**src/rtl/tmuc_pkg.sv**
```systemverilog
`timescale 1ns / 1ps

package tmuc_pkg;

    localparam int NUM_TAGS = 11;
    localparam int FREE_TAG = 0;

    localparam int MODE_W  = 2;
    localparam int TAG_W   = 4;
    localparam int SIZE_W  = 31;
    localparam int BYTES_W = 64;
    localparam int EVT_W   = 32;

    localparam int ROW_W = (NUM_TAGS > 1) ? $clog2(NUM_TAGS) : 1;

    localparam logic [TAG_W:0]   NUM_TAGS_EXT = (TAG_W + 1)'(NUM_TAGS);
    localparam logic [TAG_W-1:0] RESERVED_TAG = TAG_W'(FREE_TAG);

    localparam logic [MODE_W-1:0] MODE_ALLOC   = 2'd0;
    localparam logic [MODE_W-1:0] MODE_FREE    = 2'd1;
    localparam logic [MODE_W-1:0] MODE_QTAG    = 2'd2;
    localparam logic [MODE_W-1:0] MODE_QTOTAL  = 2'd3;

    localparam logic STATUS_OK    = 1'b0;
    localparam logic STATUS_RANGE = 1'b1;

    localparam int CMDQ_DEPTH = 4;
    localparam int CMDQ_PTR_W = $clog2(CMDQ_DEPTH);
    localparam int CMDQ_CNT_W = $clog2(CMDQ_DEPTH + 1);

    localparam int RESQ_DEPTH = 2;
    localparam int RESQ_PTR_W = $clog2(RESQ_DEPTH);
    localparam int RESQ_CNT_W = $clog2(RESQ_DEPTH + 1);

    typedef struct packed {
        logic [MODE_W-1:0] op;
        logic [TAG_W-1:0]  tag;
        logic [SIZE_W-1:0] size;
    } cmd_t;

    typedef struct packed {
        logic [BYTES_W-1:0] cur;
        logic [BYTES_W-1:0] peak;
        logic [BYTES_W-1:0] alc;
        logic [BYTES_W-1:0] frd;
        logic [EVT_W-1:0]   na;
        logic [EVT_W-1:0]   nf;
        logic [EVT_W-1:0]   nb;
    } row_t;

    typedef struct packed {
        logic status;
        row_t row;
    } result_t;

endpackage

```
**src/rtl/tmuc_front.sv**
```systemverilog
`timescale 1ns / 1ps

module tmuc_front (
    input  logic                          clk,
    input  logic                          rst_n,
    input  logic                          push,
    output logic                          full,
    input  logic [tmuc_pkg::MODE_W-1:0]   mode,
    input  logic [tmuc_pkg::TAG_W-1:0]    tag_index,
    input  logic [tmuc_pkg::SIZE_W-1:0]   byte_count,
    input  logic                          cfg_we,
    input  logic                          cfg_wdata,
    output logic                          cmd_valid,
    input  logic                          cmd_ready,
    output tmuc_pkg::cmd_t                cmd
);
    import tmuc_pkg::*;

    logic                  stats_enable_reg;
    cmd_t                  cmdq_mem [CMDQ_DEPTH];
    logic [CMDQ_PTR_W-1:0] wr_ptr_reg;
    logic [CMDQ_PTR_W-1:0] wr_ptr_next;
    logic [CMDQ_PTR_W-1:0] rd_ptr_reg;
    logic [CMDQ_PTR_W-1:0] rd_ptr_next;
    logic [CMDQ_CNT_W-1:0] count_reg;
    logic [CMDQ_CNT_W-1:0] count_next;
    logic                  in_xfer;
    logic                  is_event;
    logic                  tag_in_range;
    logic                  keep;
    logic                  enq;
    logic                  deq;

    // classify: drop events on the reserved tag, on tags out of range or while counting is off
    assign is_event     = (mode == MODE_ALLOC) || (mode == MODE_FREE);
    assign tag_in_range = {1'b0, tag_index} < NUM_TAGS_EXT;
    assign keep         = !is_event
                          || (stats_enable_reg && (tag_index != RESERVED_TAG) && tag_in_range);

    assign full    = (count_reg == CMDQ_CNT_W'(CMDQ_DEPTH));
    assign in_xfer = push && !full;
    assign enq     = in_xfer && keep;

    assign cmd_valid = (count_reg != '0);
    assign cmd       = cmdq_mem[rd_ptr_reg];
    assign deq       = cmd_valid && cmd_ready;

    always_comb
    begin
        wr_ptr_next = wr_ptr_reg;
        rd_ptr_next = rd_ptr_reg;
        count_next  = count_reg;
        if (enq)
        begin
            wr_ptr_next = (wr_ptr_reg == CMDQ_PTR_W'(CMDQ_DEPTH - 1)) ? '0 : wr_ptr_reg + 1'b1;
        end
        if (deq)
        begin
            rd_ptr_next = (rd_ptr_reg == CMDQ_PTR_W'(CMDQ_DEPTH - 1)) ? '0 : rd_ptr_reg + 1'b1;
        end
        if (enq && !deq)
        begin
            count_next = count_reg + 1'b1;
        end
        else if (!enq && deq)
        begin
            count_next = count_reg - 1'b1;
        end
    end

    always_ff @(posedge clk or negedge rst_n)
    begin
        if (!rst_n)
        begin
            stats_enable_reg <= 1'b1;
            wr_ptr_reg       <= '0;
            rd_ptr_reg       <= '0;
            count_reg        <= '0;
        end
        else
        begin
            if (cfg_we)
            begin
                stats_enable_reg <= cfg_wdata;
            end
            wr_ptr_reg <= wr_ptr_next;
            rd_ptr_reg <= rd_ptr_next;
            count_reg  <= count_next;
        end
    end

    always_ff @(posedge clk)
    begin
        if (enq)
        begin
            cmdq_mem[wr_ptr_reg] <= '{op: mode, tag: tag_index, size: byte_count};
        end
    end

endmodule

```
**config.mk**
```make
export PLATFORM = sky130hd
export DESIGN_NAME = tmuc_front
export DESIGN_NICKNAME = d
export VERILOG_FILES = /design/src/rtl/tmuc_pkg.sv /design/src/rtl/tmuc_front.sv
export SDC_FILE = /design/constraint.sdc
export NUM_CORES = 1
export LEC_CHECK = 0
export BUFFER_PORTS_ARGS = -buffer_cell sky130_fd_sc_hd__buf_2
export CORE_MARGIN = 2
export CORE_UTILIZATION = 45
export CTS_BUF_LIST = sky130_fd_sc_hd__clkbuf_4 sky130_fd_sc_hd__clkbuf_8
export CTS_CLUSTER_SIZE = 25
export DETAILED_ROUTE_END_ITERATION = 6
export GPL_TIMING_DRIVEN = 0
export HOLD_SLACK_MARGIN = 0.05
export PLACE_DENSITY = 0.71
export SLEW_MARGIN = 10
export SYNTH_ARGS = -nofsm -noshare
export SYNTH_HDL_FRONTEND = slang
export SYNTH_SLANG_ARGS = --single-unit
```
**constraint.sdc**
```tcl
create_clock -name clk -period 3.4 [get_ports clk]
set_input_delay 0.85 -clock clk [delete_from_list [all_inputs] [get_ports clk]]
set_output_delay 0.85 -clock clk [all_outputs]
set_load 0.005 [all_outputs]
```
==> results.md <==
* Fmax at ~330 MHz
* Synth Area in XOR/XNOR at less than 1%
* Starting Density at about 46%
* Tightest Pin Transition at approximately 0.7 ns
* Die width at between 100 and 150 µm
* Port Buffers at slightly above 80
* Leading register cell type out of synthesis: edfxtp_1
* Sink Count at around 160
* Worst skew pair latency at roughly 0.43 ns
* Maximum number of pins on one net before global-route repair at 28
* Rows at 41
* # diodes at 0
* Status: complete, no violations
* Warnings from Yosys at 0
* Number of enable flip-flop cells after synthesis at 148
* # nets final at approximately 390
* Multiplexer share of the synthesized area at 15.33%
* CP max-delay cell: buf_1
* Dpl ws at ~0.42 ns
* Initial DRC count at about 220
* CTS Hold Buffers Added at 0
* Cell Area, Synth at slightly below 0.006 mm²
* Max-slew violation count at 0
* RSZ-0062 raised after global routing: false
* Area growth syn-to-layout at 19.09%
* GR Util All Layers at 15.38%
* Most common cell in the synthesized netlist: edfxtp_1
* Startpoint types: flop
* Die ar. at around 0.014 mm²
* Longest Clk Path Bufs at 2
* CP Buf/Inv Count at 3
* Hold WC Path Type: in2async
* Avg Cell Area, Syn at about 25 µm²
* WP data required at around 2.6 ns
* TritonRoute pass-1 iters at 4
* VDD IR max at ~0.39 mV
* Setup_tns at 0 ns
* Setup Skew at 0.008647 ns
* Top cells by count, synth: edfxtp_1 (148), mux4_2 (37), dfrtp_1 (7), ha_1 (6)
* Core Region at approximately 0.013 mm²
* Register bit total from synthesis at approximately 160
* Chip Height at ~120 µm
* Top post-synthesis cells by area: edfxtp_1 (76%), mux4_2 (14%), dfrtp_1 (3.0%), ha_1 (1.3%), mux2_2 (0.58%)
* CP max FO at 10
* Vias per inst at just over 5
* CTS tree: yes
* Worst Setup Path Type: reg2out
* Final setup viols at 0
* Global-route wire length before repair at between 15000 and 20000 µm
* Placer Congestion at slightly below 0.7
* Setup Fix Bufs, Post-CTS at 0
* Worst path max stage delay at between 0.5 and 0.6 ns
* Async SR Flop Fraction at ~5.1%
* Pwr/cell area at about 780 mW/mm²
* Largest family of logic cells by synthesized area: multiplexers
* Clock-pin transition on the worst setup and hold timing paths at around 0.070 ns
* Initial antenna violation count at 0
* Cts bufs inserted at 17
* CP arrival at around 2.2 ns
* Number of max-cap violations at 0
* Post-CTS sizing at 0
* Yosys top cell by area: edfxtp_1
* Root buffer cell: clkbuf_8
* Final period util at roughly 90%
* DRC errors left at 0
* Crit-path most repeated cell: buf_2
* Seq/Total Area, Yosys at between 70% and 80%
* # H-tree levels at 4
* Routed WL at 9697 µm
* IO Pins at just over 80
* Post-synthesis compound-gate area fraction at less than 1%
* Yosys cell types at 27
* Rel. slew slack at between 50 and 60%
* Synth Instances at around 240
* Number of flip-flops in the largest register at between 100 and 150
* Fraction of layout cells with a size suffix above 1 at around half
* Post-synth top area share at about three quarters
* Synth Area in Simple Gates at around 1.9%
* Post-detail-place hpwl at roughly 6200 µm
* Vias in the first global route at roughly 2.9k
* CP Capture Type: output pin
* Adder-cell share of the synthesized area at under 10%
* Global route overflow at 0
* Net Count, Synth at roughly 290
* Leakage power at between 2 and 2.5 nW
* Via count at 2640
* Post-layout min period at 3.061 ns
* Crit-path leading delay family: buffers and inverters
* Wire per inst at around 19 µm
* PnR worst setup slack at 0.3392 ns
* Worst path cell trace: buf_2 -> buf_1 -> mux4_2 -> buf_2
* Final-report hold violation count at 0
* Detail Route Antenna Nets at 0
power breakdown:
| group | internal [mW] | total (mW) | switching (mW) |
|---|---|---|---|
| Combinational | 0.783 | 1.49 | 0.710 |
| Clock | 0.818 | 1.41 | 0.594 |
| Sequential | 2.40 | 2.50 | 0.0963 |
cell type report:
class                   count  area, µm²
plain buffers               8      38.79
clock buffers              21      264.0
clock inverters            10      147.6
fillers                  1023       5702
inverters                   3      11.26
multi-input cells          68       1161
flip-flops and latches    156       4646
well taps                 172      215.2
repair buffers             85      485.5
kinds of logic after synthesis:
| group | after synthesis |
|---|---|
| flip-flops | 156 |
| XOR/XNOR | 3 |
| AO/OA/AOI/OAI | 3 |
| AND/OR/NAND/NOR | 13 |
| multiplexers | 42 |
| adder cells (fa/ha/maj) | 7 |
| buffers and inverters | 11 |
cells in the final DEF, fill, tap and decap left out, types with 6 or more instances in the layout:
cell      count
buf_2        85
mux4_2       37
edfxtp_1    148
clkbuf_8     17
ha_1          6
dfrtp_1       7
worst paths after layout:
path                       slack, ns                to        startpoint  cells after the start
hold reg to reg                 0.50      count_reg[2]      count_reg[2]                      1
max in group asynchronous       2.89  stats_enable_reg             rst_n                      1
hold / removal                  0.26      count_reg[2]             rst_n                      1
setup reg to reg                1.03      count_reg[2]  stats_enable_reg                      8
setup / recovery                0.34           cmd[23]     rd_ptr_reg[1]                      4
min in group clk                0.50      count_reg[2]      count_reg[2]                      1
per-layer routing:
metal  track usage [%]  part of all wire, %
met4             6.099                  1.4
met2             25.07                   51
met1             18.98                   44
met5                 0                    0
met3             5.281                  4.4
per-stage QoR:
step	power (mW)	utilization (%)	cells	cell area (µm²)	hold slack [ns]
after floorplan	3.485	-	235	5852	0.4557
after global placement	4.026	51.08	488	6472	0.4760
after detailed placement	4.093	51.75	492	6558	0.4973
after CTS	5.513	55.00	523	6969	0.2186
after global routing	5.704	55.00	523	6969	0.2189
final	5.406	55.00	523	6969	0.2557
Note: power is estimated with default switching activity, not from simulation.
